## src/rtl/qbwt_pkg.sv

```systemverilog
// types and character codes shared by the word tokenizer modules
package qbwt_pkg;

	// character codes
	localparam logic [7:0] CH_SPACE  = 8'h20;
	localparam logic [7:0] CH_TAB    = 8'h09;
	localparam logic [7:0] CH_LBRACE = 8'h7B;
	localparam logic [7:0] CH_RBRACE = 8'h7D;
	localparam logic [7:0] CH_DQUOTE = 8'h22;
	localparam logic [7:0] CH_SQUOTE = 8'h27;

	// result kinds
	localparam logic KIND_CHAR = 1'b0;
	localparam logic KIND_END  = 1'b1;

	// queue between front and back
	localparam int QDEPTH = 2;
	localparam int QPTR_W = (QDEPTH > 1) ? $clog2(QDEPTH) : 1;
	localparam int QCNT_W = $clog2(QDEPTH + 1);

	// input transaction
	typedef struct packed {
		logic [7:0] char_in;
		logic       end_of_line;
	} in_item_t;

	// output transaction
	typedef struct packed {
		logic       kind;
		logic [7:0] char_out;
		logic       token_quoted;
		logic       last_of_run;
	} out_item_t;

	// classified work for the back part
	typedef struct packed {
		logic       has_char;
		logic [7:0] ch;
		logic       has_end;
		logic       quoted;
	} qbwt_entry_t;

endpackage

```

## src/rtl/qbwt_front.sv

```systemverilog
// front part: grouping state, character classification, queue entry build
module qbwt_front import qbwt_pkg::*; #(
	parameter int MAX_BRACE_DEPTH = 255
) (
	input  logic        clk,
	input  logic        arst_n,
	input  logic        valid,
	output logic        stall,
	input  in_item_t    item,
	input  logic        full,
	output logic        push,
	output qbwt_entry_t entry
);

	localparam int BW = $clog2(MAX_BRACE_DEPTH + 1);
	localparam logic [BW-1:0] BR_MAX = BW'(MAX_BRACE_DEPTH);

	logic          sq_q, dq_q, open_q, wq_q;
	logic [BW-1:0] br_q;
	logic          sq_d, dq_d, open_d, wq_d;
	logic [BW-1:0] br_d;
	logic          emit_char, emit_end, close_tok, accept;
	logic [7:0]    c;
	logic          eol;

	assign c      = item.char_in;
	assign eol    = item.end_of_line;
	assign stall  = full;
	assign accept = valid && !full;

	// next grouping state and what this character emits
	always_comb begin
		sq_d      = sq_q;
		dq_d      = dq_q;
		br_d      = br_q;
		open_d    = open_q;
		wq_d      = wq_q;
		emit_char = 1'b0;
		emit_end  = 1'b0;
		if (sq_q) begin
			if (c == CH_SQUOTE) sq_d = 1'b0;
			else emit_char = 1'b1;
		end else if (dq_q) begin
			if (c == CH_DQUOTE) dq_d = 1'b0;
			else emit_char = 1'b1;
		end else if (br_q != '0) begin
			if (c == CH_LBRACE) begin
				if (br_q < BR_MAX) br_d = br_q + 1'b1;
				emit_char = 1'b1;
			end else if (c == CH_RBRACE) begin
				br_d      = br_q - 1'b1;
				emit_char = (br_q != BW'(1));
			end else begin
				emit_char = 1'b1;
			end
		end else if (c == CH_SQUOTE) begin
			sq_d   = 1'b1;
			wq_d   = 1'b1;
			open_d = 1'b1;
		end else if (c == CH_DQUOTE) begin
			dq_d   = 1'b1;
			wq_d   = 1'b1;
			open_d = 1'b1;
		end else if (c == CH_LBRACE) begin
			br_d   = BW'(1);
			wq_d   = 1'b1;
			open_d = 1'b1;
		end else if (c inside {CH_SPACE, CH_TAB}) begin
			emit_end = open_q;
		end else begin
			emit_char = 1'b1;
			open_d    = 1'b1;
		end

		close_tok = emit_end || (eol && open_d);

		entry.has_char = emit_char;
		entry.ch       = c;
		entry.has_end  = close_tok;
		entry.quoted   = wq_d;

		if (close_tok) begin
			open_d = 1'b0;
			wq_d   = 1'b0;
		end
		// end of line clears everything
		if (eol) begin
			sq_d   = 1'b0;
			dq_d   = 1'b0;
			br_d   = '0;
			open_d = 1'b0;
			wq_d   = 1'b0;
		end
	end

	// only characters that produce results enter the queue
	assign push = accept && (emit_char || close_tok);

	// grouping state registers
	always_ff @(posedge clk or negedge arst_n) begin
		if (!arst_n) begin
			sq_q   <= 1'b0;
			dq_q   <= 1'b0;
			br_q   <= '0;
			open_q <= 1'b0;
			wq_q   <= 1'b0;
		end else if (accept) begin
			sq_q   <= sq_d;
			dq_q   <= dq_d;
			br_q   <= br_d;
			open_q <= open_d;
			wq_q   <= wq_d;
		end
	end

endmodule

```

## src/rtl/qbwt_queue.sv

```systemverilog
// short queue of classified entries between front and back
module qbwt_queue import qbwt_pkg::*; (
	input  logic        clk,
	input  logic        arst_n,
	input  logic        push,
	input  qbwt_entry_t wr_entry,
	input  logic        pop,
	output qbwt_entry_t head,
	output logic        empty,
	output logic        full
);

	qbwt_entry_t       slot_q [QDEPTH];
	logic [QPTR_W-1:0] wr_ptr_q, rd_ptr_q;
	logic [QCNT_W-1:0] count_q;
	logic              do_push, do_pop;

	assign empty   = (count_q == '0);
	assign full    = (count_q == QCNT_W'(QDEPTH));
	assign do_push = push && !full;
	assign do_pop  = pop && !empty;
	assign head    = slot_q[rd_ptr_q];

	// entry storage
	always_ff @(posedge clk) begin
		if (do_push) slot_q[wr_ptr_q] <= wr_entry;
	end

	// pointers and fill count
	always_ff @(posedge clk or negedge arst_n) begin
		if (!arst_n) begin
			wr_ptr_q <= '0;
			rd_ptr_q <= '0;
			count_q  <= '0;
		end else begin
			if (do_push) begin
				wr_ptr_q <= (wr_ptr_q == QPTR_W'(QDEPTH - 1)) ? '0 : wr_ptr_q + 1'b1;
			end
			if (do_pop) begin
				rd_ptr_q <= (rd_ptr_q == QPTR_W'(QDEPTH - 1)) ? '0 : rd_ptr_q + 1'b1;
			end
			if (do_push && !do_pop) count_q <= count_q + 1'b1;
			else if (do_pop && !do_push) count_q <= count_q - 1'b1;
		end
	end

endmodule

```

## src/rtl/qbwt_back.sv

```systemverilog
// back part: expands queue entries into result transactions
module qbwt_back import qbwt_pkg::*; (
	input  logic        clk,
	input  logic        arst_n,
	input  qbwt_entry_t head,
	input  logic        empty,
	output logic        pop,
	output logic        valid,
	input  logic        stall,
	output out_item_t   item
);

	logic      out_valid_q;
	out_item_t out_q;
	logic      pend_q;
	logic      pend_quoted_q;
	logic      load;

	// output register free once its transaction is taken
	assign load  = !out_valid_q || !stall;
	assign pop   = load && !pend_q && !empty;
	assign valid = out_valid_q;
	assign item  = out_q;

	// control: output valid and pending token end
	always_ff @(posedge clk or negedge arst_n) begin
		if (!arst_n) begin
			out_valid_q <= 1'b0;
			pend_q      <= 1'b0;
		end else if (load) begin
			if (pend_q) begin
				out_valid_q <= 1'b1;
				pend_q      <= 1'b0;
			end else if (!empty) begin
				out_valid_q <= 1'b1;
				pend_q      <= head.has_char && head.has_end;
			end else begin
				out_valid_q <= 1'b0;
			end
		end
	end

	// payload: character first, token end after it
	always_ff @(posedge clk) begin
		if (load) begin
			if (pend_q) begin
				out_q.kind         <= KIND_END;
				out_q.char_out     <= '0;
				out_q.token_quoted <= pend_quoted_q;
				out_q.last_of_run  <= 1'b1;
			end else if (!empty) begin
				pend_quoted_q <= head.quoted;
				if (head.has_char) begin
					out_q.kind         <= KIND_CHAR;
					out_q.char_out     <= head.ch;
					out_q.token_quoted <= 1'b0;
					out_q.last_of_run  <= !head.has_end;
				end else begin
					out_q.kind         <= KIND_END;
					out_q.char_out     <= '0;
					out_q.token_quoted <= head.quoted;
					out_q.last_of_run  <= 1'b1;
				end
			end
		end
	end

endmodule

```

## src/rtl/quoted_brace_word_tokenizer.sv

```systemverilog
// Word tokenizer, top level.
// Input channel char_valid / char_stall / char_item: one character of a
// line per transaction, end_of_line set on its last character.
// Output channel tok_valid / tok_stall / tok_item: a kept character
// (kind 0) or a token end (kind 1, token_quoted set when the token used
// quotes or braces); last_of_run marks the final result of one character.
// A character gives zero, one or two results; zero-result characters
// never reach the output.
// A taken character's results pass through the queue, then the output register.
// Throughput: one character per cycle while char_stall is low; a character
// that gives both a kept character and a token end is sent as two
// transactions from the single output register in the back part.
// A two-entry queue sits between the front (grouping state) and the back
// (result expansion); when tok_stall is held the queue fills and then
// char_stall rises. Reset clears grouping state, the queue and the
// output valid flag; the block takes characters from the first cycle after
// reset. Brace nesting saturates at MAX_BRACE_DEPTH.
module quoted_brace_word_tokenizer import qbwt_pkg::*; #(
	parameter int MAX_BRACE_DEPTH = 255
) (
	input  logic      clk,
	input  logic      arst_n,
	input  logic      char_valid,
	output logic      char_stall,
	input  in_item_t  char_item,
	output logic      tok_valid,
	input  logic      tok_stall,
	output out_item_t tok_item
);

	qbwt_entry_t wr_entry, head;
	logic        push, pop, empty, full;

	// classification and grouping state
	qbwt_front #(
		.MAX_BRACE_DEPTH(MAX_BRACE_DEPTH)
	) u_front (
		.clk   (clk),
		.arst_n(arst_n),
		.valid (char_valid),
		.stall (char_stall),
		.item  (char_item),
		.full  (full),
		.push  (push),
		.entry (wr_entry)
	);

	// decoupling queue
	qbwt_queue u_queue (
		.clk     (clk),
		.arst_n  (arst_n),
		.push    (push),
		.wr_entry(wr_entry),
		.pop     (pop),
		.head    (head),
		.empty   (empty),
		.full    (full)
	);

	// result expansion and output register
	qbwt_back u_back (
		.clk   (clk),
		.arst_n(arst_n),
		.head  (head),
		.empty (empty),
		.pop   (pop),
		.valid (tok_valid),
		.stall (tok_stall),
		.item  (tok_item)
	);

endmodule

```

## config.mk

```make
export PLATFORM = sky130hd
export DESIGN_NAME = quoted_brace_word_tokenizer
export DESIGN_NICKNAME = d
export VERILOG_FILES = /design/src/rtl/qbwt_pkg.sv /design/src/rtl/qbwt_front.sv /design/src/rtl/qbwt_queue.sv /design/src/rtl/qbwt_back.sv /design/src/rtl/quoted_brace_word_tokenizer.sv
export SDC_FILE = /design/constraint.sdc
export NUM_CORES = 1
export LEC_CHECK = 0
export BUFFER_PORTS_ARGS = -buffer_cell sky130_fd_sc_hd__buf_2
export CAP_MARGIN = 20
export CORE_AREA = 10 10 85 87
export DETAILED_ROUTE_END_ITERATION = 10
export DIE_AREA = 0 0 95 97
export HOLD_SLACK_MARGIN = 0.12
export PLACE_DENSITY = 0.77
export RECOVER_POWER = 25
export SYNTH_ARGS = -nofsm -noshare
export SYNTH_HDL_FRONTEND = slang
export SYNTH_SLANG_ARGS = --single-unit
export TNS_END_PERCENT = 1
```

## constraint.sdc

```tcl
create_clock -name clk -period 4.9 [get_ports clk]
set_input_delay 0.49 -clock clk [delete_from_list [all_inputs] [get_ports clk]]
set_output_delay 0.49 -clock clk [all_outputs]
set_load 0.05 [all_outputs]
```

==> metrics.md, run 1 <==
| Metric | Value |
|---|---|
| Layout cells sized above 1 | `15.23%` |
| Area leader, netlist | `edfxtp_1` |
| CP Data Required Time | `5.14 ns` |
| Slew Viols, Final | `0` |
| VDD IR max | `0.2725 mV` |
| Simple-gate share of the synthesized area | `18.53%` |
| Avg Inst Size Synth | `11.38 µm²` |
| Chip width | `95 µm` |
| Global placement routability congestion | `0.8978` |
| Post-synthesis mux area share | `4.321%` |
| Syn Nets | `247` |
| Synth top cells by count | `edfxtp_1 (34), nor2_1 (29), dfrtp_1 (18)` |
| Synth Area in XOR/XNOR | `3.024%` |
| Most common cell in the netlist | `edfxtp_1` |
| Vias per cell | `5.601` |
| Die Area | `9215 µm²` |
| Synth Area in Compound Gates | `12.91%` |
| Leak Pwr | `1.130 nW` |
| Type of origin of the critical path | `register` |
| Overall power | `1.716 mW` |
| Post-Synthesis Cell Area | `2606 µm²` |
| Routed Wire Length | `5147 µm` |
| Largest family of logic cells by synthesized area | `simple AND/OR/NAND/NOR gates` |
| CP max FO | `7` |
| Status | `complete, no violations` |
| GRT Max-Usage Layer | `met2` |
| Mapped Cells | `229` |
| Area share of the largest cell type after synthesis | `39.17%` |
| Post-CTS Setup Bufs | `0` |
| PostCTS Resize Cnt | `0` |
| Setup violations, final | `0` |
| Avg WL per Cell | `15.69 µm` |
| Ports | `26` |
| Residual DRC | `0` |
| Post-synthesis register bit count | `52` |
| Antenna Nets Post-Route | `0` |
| Final TNS setup | `0 ns` |
| First-pass GRT wire length | `8404 µm` |
| TritonCTS buffer count | `5` |
| Maximum clock path buffer count | `2` |
| Clock Skew | `0.002862 ns` |
| Min Tclk post-route | `2.845 ns` |
| Final Cycle Share | `58.07%` |
| CP Class | `reg2reg` |
| RSZ-0062 raised after global routing | `no` |
| Tightest Hold Check Type | `in2async` |
| Sequential area share after synthesis | `56.46%` |
| Initial antenna violation count | `0` |
| Antenna diodes | `0` |
| Capture point of the worst path | `u_queue.count_q[1]$_DFFE_PN0P_` |
| Met1 Usage GRT | `13.30%` |
| Input/output buffers | `25` |
| Arr. time, crit path | `3.08 ns` |
| CP peak stage delay | `0.63 ns` |
| Most Frequent Cell on Critical Path | `nor2_1` |
| GRT overflow | `0` |
| Distinct cells, synth | `50` |
| Slew margin rel. | `30.39%` |
| Setup crit start | `u_front.br_q[0]$_DFFE_PN0P_` |
| Starting DRC count in detailed routing | `101` |
| H-tree Lvls | `2` |
| Buf/Inv on CP | `1` |
| Yosys warns | `0` |
| CTS root buf | `clkbuf_8` |
| Met3 usage | `3.392%` |
| Starting Density | `47.62%` |
| Max Fclk | `351.5 MHz` |
| Worst R2R Start | `u_front.br_q[0]$_DFFE_PN0P_` |
| Pin slew with the least headroom to its limit | `1.044 ns` |
| Worst-Skew Late Latency | `0.31 ns` |
| Synth Flop Type | `edfxtp_1` |
| CP delay by family, top | `simple AND/OR/NAND/NOR gates` |
| Row cnt | `27` |
| Critical path depth in cells | `10` |
| Nets@finish | `273` |
| Clock sinks | `52` |
| Ranking of synthesized cells by area | `edfxtp_1 (39%), dfrtp_1 (17%), nor2_1 (4.2%)` |
| R2r worst-path depth | `10` |
| Power density over the cells | `586.0 nW/µm²` |
| Post-synth ARST share | `34.62%` |
| Hpwl dp | `3754 µm` |
| Met2 GRT Util | `18.07%` |
| Crit. End Element | `register` |
| Post-synth EDFFs | `34` |
| Crit-path cells | `inv_1, ha_1, or4b_2, nor4_1, nor2_1, a21oi_1, nor2_1, ha_1, nor2_1, xor2_1` |
| TritonCTS clock tree | `done` |
| Routed vias | `1,837` |
| CTS clk-pin slew, worst paths | `0.09 ns` |
| All-layer global routing usage | `11.05%` |
| Pre-Repair DR Iteration Count | `4` |
| Worst R2R End | `u_queue.count_q[1]$_DFFE_PN0P_` |
| Max Cap Violations | `0` |
| Worst R2R Setup Slack | `2.05 ns` |
| Synth Area in Adders | `2.400%` |
| # hold bufs at CTS | `0` |
| Slowest CP cell | `or4b_2` |
| Die Y | `97 µm` |
| Number of global-route vias before repair | `1,779` |
| Core area | `5473 µm²` |
| Largest net degree at the start of global routing | `19` |
| Hold Vio Cnt, Final | `0` |
| Synth-to-Final Area Change | `12.39%` |
per-stage QoR:
stage | instances | hold slack [ns] | util (%) | worst slack, ns | area (µm²)
2_1_floorplan | 229 | 0.1944 | - | 1.946 | 2606
3_3_place_gp | 320 | 0.4580 | 51.26 | 2.069 | 2805
3_5_place_dp | 320 | 0.4622 | 51.26 | 2.001 | 2805
4_1_cts | 328 | 0.1299 | 53.68 | 2.072 | 2938
5_1_grt | 328 | 0.4285 | 53.52 | 1.908 | 2929
6_report | 328 | 0.3363 | 53.52 | 2.055 | 2929
flip-flops by register name, summed over array words and instances (netlist names):
name,flops
u_queue.slot_q,22
u_front.open_q,1
u_back.pend_q,1
u_queue.count_q,2
u_front.sq_q,1
u_front.br_q,8
u_back.item,11
u_back.pend_quoted_q,1
u_queue.wr_ptr_q,1
u_front.wq_q,1
u_front.dq_q,1
u_queue.rd_ptr_q,1
u_back.valid,1
cells by family after synthesis:
| family | count (synthesis) |
|---|---|
| muxes | 11 |
| xor gates and xnor gates | 9 |
| and+or+nand+nor | 89 |
| adders and majority gates | 5 |
| AOI/OAI and AO/OA | 47 |
| buffers and inverters | 16 |
| DFF | 52 |
cell usage in the layout, fill, tap and decap left out, drive strengths merged, types with 2 or more instances in the layout:
master	n
and2	4
nor4	7
or4b	2
a31o	3
o21bai	4
nand4b	3
clkbuf	13
nand2b	3
mux2i	9
nand3	4
nand2	13
edfxtp	34
mux2	2
ha	5
buf	20
nor3	5
xor2	7
or4	2
inv	8
xnor2	2
a211oi	2
bufinv	2
a22o	4
or3	3
nand4	7
o31ai	3
a21o	3
nor2	29
nor2b	2
dfrtp	18
a21oi	8
nand3b	2
o21ai	10
worst min-delay path by stage:
stage | startpoint | endpoint | slack [ns] | cells past startpoint
after floorplan | arst_n | u_back.pend_q$_DFFE_PN0N_ | 0.19 | 0
after global placement | arst_n | u_back.valid$_DFFE_PN0N_ | 0.46 | 1
after detailed placement | arst_n | u_back.valid$_DFFE_PN0N_ | 0.46 | 1
after CTS | arst_n | u_back.valid$_DFFE_PN0N_ | 0.13 | 1
after global routing | arst_n | u_queue.wr_ptr_q$_DFFE_PN0P_ | 0.43 | 1
final | arst_n | u_back.valid$_DFFE_PN0N_ | 0.34 | 1
cell type report:
type                            instances  area [µm²]
Fill cell                             499        2544
Inverter                                8       30.03
Multi-Input combinational cell        161        1074
Sequential cell                        52        1471
Clock buffer                            6       72.57
Clock inverter                          2       60.06
Tap cell                               72       90.09
Timing Repair Buffer                   27       131.4
power breakdown:
| part | total [mW] | internal, mW | switching [mW] |
|---|---|---|---|
| Sequential | 0.732 | 0.636 | 0.0959 |
| Clock | 0.342 | 0.204 | 0.138 |
| Combinational | 0.642 | 0.203 | 0.439 |
per-layer routing:
| metal | vias to the layer above | routed length (µm) |
|---|---|---|
| li1 | 909 | - |
| met1 | 888 | 2309 |
| met2 | 32 | 2514 |
| met3 | 8 | 267 |
| met4 | 0 | 55 |
| met5 | - | 0 |
No activity file was read; power rests on OpenSTA's default activity.
==> run 2, diff against run 1 <==
--- a/config.mk
+++ b/config.mk
@@ -11,7 +11,7 @@
 export DETAILED_ROUTE_END_ITERATION = 10
 export DIE_AREA = 0 0 95 97
 export HOLD_SLACK_MARGIN = 0.12
-export PLACE_DENSITY = 0.77
+export PLACE_DENSITY = 0.79
 export RECOVER_POWER = 25
 export SYNTH_ARGS = -nofsm -noshare
 export SYNTH_HDL_FRONTEND = slang
==> constraint.sdc (replaced) <==
create_clock -name clk -period 2.4 [get_ports clk]
set_input_delay 0.24 -clock clk [delete_from_list [all_inputs] [get_ports clk]]
set_output_delay 0.24 -clock clk [all_outputs]
set_load 0.05 [all_outputs]
==> metrics.md, run 2 (synthesis gave the netlist of run 1 again) <==
| Metric | Value |
|---|---|
| Chip width | `95 µm` |
| Fillers | `488` |
| Sw Ratio | `41.40%` |
| Setup violations, final | `0` |
| Max Fclk | `437.8 MHz` |
| Slew Viols, Final | `0` |
| Slowest CP cell | `or4b_4` |
| CP peak stage delay | `0.48 ns` |
| Layout cells sized above 1 | `25.17%` |
| Post-layout util | `57.57%` |
| Routed vias | `1,998` |
| Largest net degree at the start of global routing | `20` |
| Antenna Nets Post-Route | `0` |
| Hpwl dp | `4126 µm` |
| Most frequent cells in the layout | `edfxtp_1 (34), nor2_1 (29), buf_4 (26), buf_2 (17), dfrtp_1 (17)` |
| Hold path start | `tok_stall` |
| CP Data Required Time | `2.64 ns` |
| Clock sinks | `52` |
| H-tree Lvls | `2` |
| Worst R2R Start | `u_front.br_q[0]$_DFFE_PN0P_` |
| Buf/Inv on CP | `1` |
| Clock Skew | `0.006524 ns` |
| Initial antenna violation count | `0` |
| Arr. time, crit path | `2.52 ns` |
| Number of global-route vias before repair | `1,998` |
| Tightest Hold Check Type | `in2reg` |
| Type of origin of the critical path | `register` |
| Cells after DPL | `347` |
| Hold Vio Cnt, Final | `0` |
| Largest register FFs | `22` |
| VDD IR max | `0.6498 mV` |
| First-pass GRT wire length | `9121 µm` |
| CP max FO | `5` |
| Power share of the combinational group | `43.1%` |
| Max Cap Violations | `0` |
| All-layer global routing usage | `12.08%` |
| CTS root buf | `clkbuf_8` |
| GRT overflow | `0` |
| Final Cycle Share | `95.18%` |
| Global placement routability congestion | `0.9041` |
| CP delay by family, top | `simple AND/OR/NAND/NOR gates` |
| Clock power frac | `15.4%` |
| Area occupied by multi-input gates | `1121 µm²` |
| Antenna diodes | `0` |
| TritonCTS clock tree | `done` |
| Commonest non-fill, non-tap cell in the layout | `edfxtp_1` |
| Crit-path cells | `inv_2, ha_4, or4b_4, nor4_2, nor2_1, a21oi_2, nor2_1, ha_2, xor2_1, nor2_1, xor2_1` |
| Cell internal pwr | `2.035 mW` |
| Status | `complete, no violations` |
| Vias per cell | `5.581` |
| CTS clk-pin slew, worst paths | `0.10 ns` |
| Input/output buffers | `25` |
| CP Class | `reg2reg` |
| Routed Wire Length | `5418 µm` |
| Power density over the cells | `1102 nW/µm²` |
| Core area | `5473 µm²` |
| Worst-Skew Late Latency | `0.31 ns` |
| Crit. End Element | `register` |
| Pre-Repair DR Iteration Count | `4` |
| Ports | `26` |
| Row cnt | `27` |
| Leak Pwr | `1.249 nW` |
| Sequential power share | `41.4%` |
| Min Tclk post-route | `2.284 ns` |
| Nets@finish | `303` |
| Starting Density | `47.62%` |
| Final non-filler cell total | `358` |
| Largest Register | `u_queue.slot_q` |
| Synth-to-Final Area Change | `20.88%` |
| Die Y | `97 µm` |
| TritonCTS buffer count | `5` |
| Pin slew with the least headroom to its limit | `1.034 ns` |
| Worst R2R Setup Slack | `0.12 ns` |
| Avg WL per Cell | `15.13 µm` |
| Slew margin rel. | `31.10%` |
| Setup crit start | `u_front.br_q[0]$_DFFE_PN0P_` |
| Most Frequent Cell on Critical Path | `nor2_1` |
| Die Area | `9215 µm²` |
| Maximum clock path buffer count | `2` |
| Residual DRC | `0` |
| Sw Pwr | `1.438 mW` |
| Starting DRC count in detailed routing | `121` |
| Reg area | `1473 µm²` |
-- run 2: worst reg2reg max path: stages (launching register included) --
cell and delay [ns]:
dfrtp_2 0.42, inv_2 0.06, ha_4 0.16, or4b_4 0.48, nor4_2 0.18, nor2_1 0.10, a21oi_2 0.16, nor2_1 0.07
ha_2 0.19, xor2_1 0.14, nor2_1 0.12, xor2_1 0.14
-- run 2: per-layer routing --
metal | vias up | global-route usage (%) | part of all wire, %
met5 | - | 0 | 0
met4 | 0 | 4.805 | 1.4
met3 | 9 | 3.315 | 5.7
met2 | 51 | 20.27 | 51
met1 | 968 | 14.05 | 41
li1 | 970 | - | -
-- run 2: worst paths after layout --
check                                                 endpoint  cells past startpoint
worst max-delay path            u_queue.count_q[1]$_DFFE_PN0P_                     11
worst min-delay path                  u_back.valid$_DFFE_PN0N_                      3
worst max register to register  u_queue.count_q[1]$_DFFE_PN0P_                     11
worst min register to register    u_queue.rd_ptr_q$_DFFE_PN0P_                      1
max in group asynchronous          u_front.br_q[0]$_DFFE_PN0P_                      2
min in group asynchronous          u_front.br_q[2]$_DFFE_PN0P_                      2
-- run 2: cell type report --
cell class,count,area share (%)
Clock inverter,3,0.9134
Sequential cell,52,46.74
Multi-Input combinational cell,161,35.58
Inverter,8,0.9531
Clock buffer,5,2.184
Timing Repair Buffer,57,10.76
Tap cell,72,2.859
-- run 2: timing repair --
item | 4_1_cts | 5_1_grt
pin swaps | 0 | 7
buffers inserted | 0 | 2
endpoints found under the hold margin | 18 | 0
hold buffers | 1 | 0
setup endpoints to repair | 12 | 24
resized for setup | 1 | 2
-- run 2: power groups by stage --
stage               clock network (mW)  logic (mW)  registers (mW)
detailed placement                   0        1.49            1.45
CTS                              0.554        1.50            1.44
finish                           0.536        1.50            1.44
global route                     0.585        1.65            1.47
global placement                     0        1.46            1.44
floorplan                            0       0.753            1.80
-- run 2: through the flow --
| stage | cell area (µm²) | total power [mW] | hold WS [ns] | setup WS, ns | setup TNS [ns] |
|---|---|---|---|---|---|
| 2_1_floorplan | 2639 | 2.550 | -0.05559 | 0.006595 | 0 |
| 3_3_place_gp | 3040 | 2.900 | 0.2044 | 0.02722 | 0 |
| 3_5_place_dp | 3040 | 2.942 | 0.2110 | -0.02640 | -0.02640 |
| 4_1_cts | 3157 | 3.495 | 0.1358 | 0.02208 | 0 |
| 5_1_grt | 3151 | 3.704 | 0.2036 | -0.02451 | -0.02451 |
| 6_report | 3151 | 3.473 | 0.2022 | 0.1156 | 0 |
==> run 3, diff against run 2 <==
--- a/config.mk
+++ b/config.mk
@@ -5,11 +5,12 @@
 export SDC_FILE = /design/constraint.sdc
 export NUM_CORES = 1
 export LEC_CHECK = 0
+export ABC_AREA = 1
 export BUFFER_PORTS_ARGS = -buffer_cell sky130_fd_sc_hd__buf_2
 export CAP_MARGIN = 20
-export CORE_AREA = 10 10 85 87
+export CORE_AREA = 10 10 87 89
 export DETAILED_ROUTE_END_ITERATION = 10
-export DIE_AREA = 0 0 95 97
+export DIE_AREA = 0 0 97 99
 export HOLD_SLACK_MARGIN = 0.12
 export PLACE_DENSITY = 0.79
 export RECOVER_POWER = 25
==> metrics.md, run 3 <==
| Metric | Value |
|---|---|
| Setup crit start | `u_front.br_q[1]$_DFFE_PN0P_` |
| Ranking of synthesized cells by area | `edfxtp_1 (37%), dfrtp_1 (16%), nand2_1 (9.9%)` |
| Maximum clock path buffer count | `2` |
| Largest net degree at the start of global routing | `19` |
| Core area | `5851 µm²` |
| Uppermost layer routed | `met4` |
| Antenna diodes | `0` |
| Power density over the cells | `1267 nW/µm²` |
| Most frequent cells in the layout | `nand2_1 (71), inv_1 (37), edfxtp_1 (34), nand3_1 (19), buf_4 (19)` |
| Crit. End Element | `register` |
| H-tree Lvls | `2` |
| CP Class | `reg2reg` |
| Distinct cells, synth | `30` |
| Cell internal pwr | `2.260 mW` |
| Commonest non-fill, non-tap cell in the layout | `nand2_1` |
| Post-Synthesis Cell Area | `2733 µm²` |
| Antenna Nets Post-Route | `0` |
| Hold Vio Cnt, Final | `0` |
| TritonCTS clock tree | `done` |
| First-pass GRT wire length | `9508 µm` |
| Worst Hold Depth | `1` |
| Starting DRC count in detailed routing | `142` |
| Placed Area | `3029 µm²` |
| Pre-Repair DR Iteration Count | `4` |
| Yosys warns | `0` |
| Sw Pwr | `1.787 mW` |
| Chip width | `97 µm` |
| Min Tclk post-route | `2.244 ns` |
| Clock sinks | `52` |
| Most common cell in the netlist | `nand2_1` |
| Pin slew with the least headroom to its limit | `1.122 ns` |
| Die Area | `9603 µm²` |
| Worst R2R End | `u_queue.count_q[1]$_DFFE_PN0P_` |
| Mapped Cells | `296` |
| Input/output buffers | `25` |
| Global placement routability congestion | `0.8931` |
| Synth Flop Type | `edfxtp_1` |
| Layout cells sized above 1 | `20.41%` |
| Area share of the largest cell type after synthesis | `37.36%` |
| CP Data Required Time | `2.60 ns` |
| Metal2 WL | `2696 µm` |
| Worst-Skew Late Latency | `0.31 ns` |
| R2r worst-path depth | `15` |
| CTS clk-pin slew, worst paths | `0.10 ns` |
| Hold endpoint | `u_queue.slot_q[0][9]$_DFFE_PP_` |
| Sequential area share after synthesis | `53.85%` |
| Post-synth ARST share | `34.62%` |
| VDD IR max | `0.6598 mV` |
| Vias per cell | `4.981` |
| Final Cycle Share | `93.49%` |
| WL met3 | `251 µm` |
| Arr. time, crit path | `2.44 ns` |
| Fillers | `514` |
| Nets@finish | `360` |
| GRT overflow | `0` |
| Type of origin of the critical path | `register` |
| Starting Density | `46.71%` |
| Slew Viols, Final | `0` |
| Routed vias | `2,082` |
| Ports | `26` |
| Routed Wire Length | `5446 µm` |
| Largest register FFs | `22` |
| Row cnt | `28` |
| DRT met1 WL | `2434 µm` |
| Avg Inst Size Synth | `9.232 µm²` |
| Avg WL per Cell | `13.03 µm` |
| Worst R2R Start | `u_front.br_q[1]$_DFFE_PN0P_` |
| Leak Pwr | `1.443 nW` |
| Largest Register | `u_queue.slot_q` |
| Worst R2R Setup Slack | `0.16 ns` |
| Residual DRC | `0` |
| Setup violations, final | `0` |
| Max Fclk | `445.7 MHz` |
| Synth top cells by count | `nand2_1 (72), inv_1 (39), edfxtp_1 (34)` |
| CP max FO | `5` |
| Slew margin rel. | `25.17%` |
| Power share of the combinational group | `52.3%` |
| Fin area | `3194 µm²` |
| Sequential power share | `35.4%` |
| Status | `complete, no violations` |
| Area leader, netlist | `edfxtp_1` |
| Max Cap Violations | `0` |
| Hpwl dp | `3995 µm` |
| Post-synth EDFFs | `34` |
| Die Y | `99 µm` |
| CTS root buf | `clkbuf_8` |
| Tightest Hold Check Type | `in2reg` |
| Number of global-route vias before repair | `2,127` |
| Sw Ratio | `44.14%` |
| Synth-to-Final Area Change | `16.90%` |
| Initial antenna violation count | `0` |
| Clock Skew | `0.005864 ns` |
| All-layer global routing usage | `11.50%` |
| Post-synthesis register bit count | `52` |
| Hold path start | `char_item[8]` |
| Syn Nets | `314` |
| Clock power frac | `12.3%` |
| TritonCTS buffer count | `5` |
| Post-route setup slack | `0.1562 ns` |
| Place WS | `-0.01170 ns` |
-- run 3: cell types whose count changed in the layout (fill, tap and decap cells not counted), sizes merged, moves of 4 or more --
cell   delta
a21oi     +7
a22o      -4
and2      -4
buf       -7
inv      +30
mux2i     -9
nand2    +62
nand3    +16
nand4     -4
nor2      -6
nor3      +4
nor4      -5
o21ai    +11
xor2      +6
-- run 3: worst max-delay path, cell delays in order, from the launching register on --
cell	delay [ns]
dfrtp_1	0.40
inv_2	0.07
ha_2	0.19
nand2_4	0.07
nor2_8	0.13
nand3_1	0.11
inv_1	0.09
nand3_1	0.08
a21boi_1	0.16
nand2_1	0.13
nand2_1	0.08
inv_1	0.10
ha_4	0.21
a21oi_2	0.09
o21ai_1	0.08
xor2_1	0.14
-- run 3: area by class of cell --
type	instances	area (µm²)	share of cell area, %
multi-input combinational	196	1094	34.23
tap	75	93.84	2.938
clock inverter	2	16.27	0.5092
inverter	41	158.9	4.975
timing repair buffer	46	286.5	8.970
clock buffer	6	72.57	2.272
sequential	52	1473	46.10
-- run 3: kinds of logic after synthesis --
family / share of synthesized area [%]
simple gates: 22.07
buf+inv: 7.646
compound gates: 9.341
fa+ha+maj: 2.289
flops: 53.85
xor+xnor: 4.808
-- run 3: worst max path at each step --
stage / to / slack (ns) / depth (start not counted)
5_1_grt: u_queue.count_q[1]$_DFFE_PN0P_ / -0.0009 / 15
2_1_floorplan: u_queue.count_q[1]$_DFFE_PN0P_ / 0.04 / 18
3_3_place_gp: u_queue.count_q[1]$_DFFE_PN0P_ / 0.11 / 18
4_1_cts: u_queue.count_q[1]$_DFFE_PN0P_ / 0.01 / 18
6_report: u_queue.count_q[1]$_DFFE_PN0P_ / 0.16 / 15
3_5_place_dp: u_queue.count_q[1]$_DFFE_PN0P_ / -0.01 / 14
-- run 3: routing by layer --
layer	vias up	global-route usage (%)
met5	-	0
met2	51	20.32
met4	0	3.405
li1	1068	-
met1	956	13.29
met3	7	3.073
-- run 3: power by group through the flow --
stage               Combinational, mW  Sequential (mW)  Clock (mW)
global route                     2.34             1.46       0.559
CTS                              2.01             1.43       0.508
detailed placement               1.99             1.46           0
finish                           2.11             1.43       0.499
floorplan                        1.16             1.79           0
global placement                 1.94             1.44           0
-- run 3: metrics by stage --
stage	setup TNS, ns	hold slack [ns]	utilization, %	std cells	total power, mW
after floorplan	0	-0.05559	-	296	2.947
after global placement	0	0.2089	51.78	404	3.379
after detailed placement	-0.01170	0.2176	51.78	404	3.450
after CTS	0	0.1355	53.59	414	3.954
after global routing	-0.0008566	0.1853	54.60	418	4.358
final	0	0.1864	54.60	418	4.047
-- run 3: timing repair --
item                                    in CTS  in global routing
pin swaps                                    0                  3
resized for setup                            0                 12
cloned                                       0                  0
hold buffers                                 1                  0
endpoints found under the setup margin       1                 24
setup buffers                                1                  4
endpoints found under the hold margin       18                  0
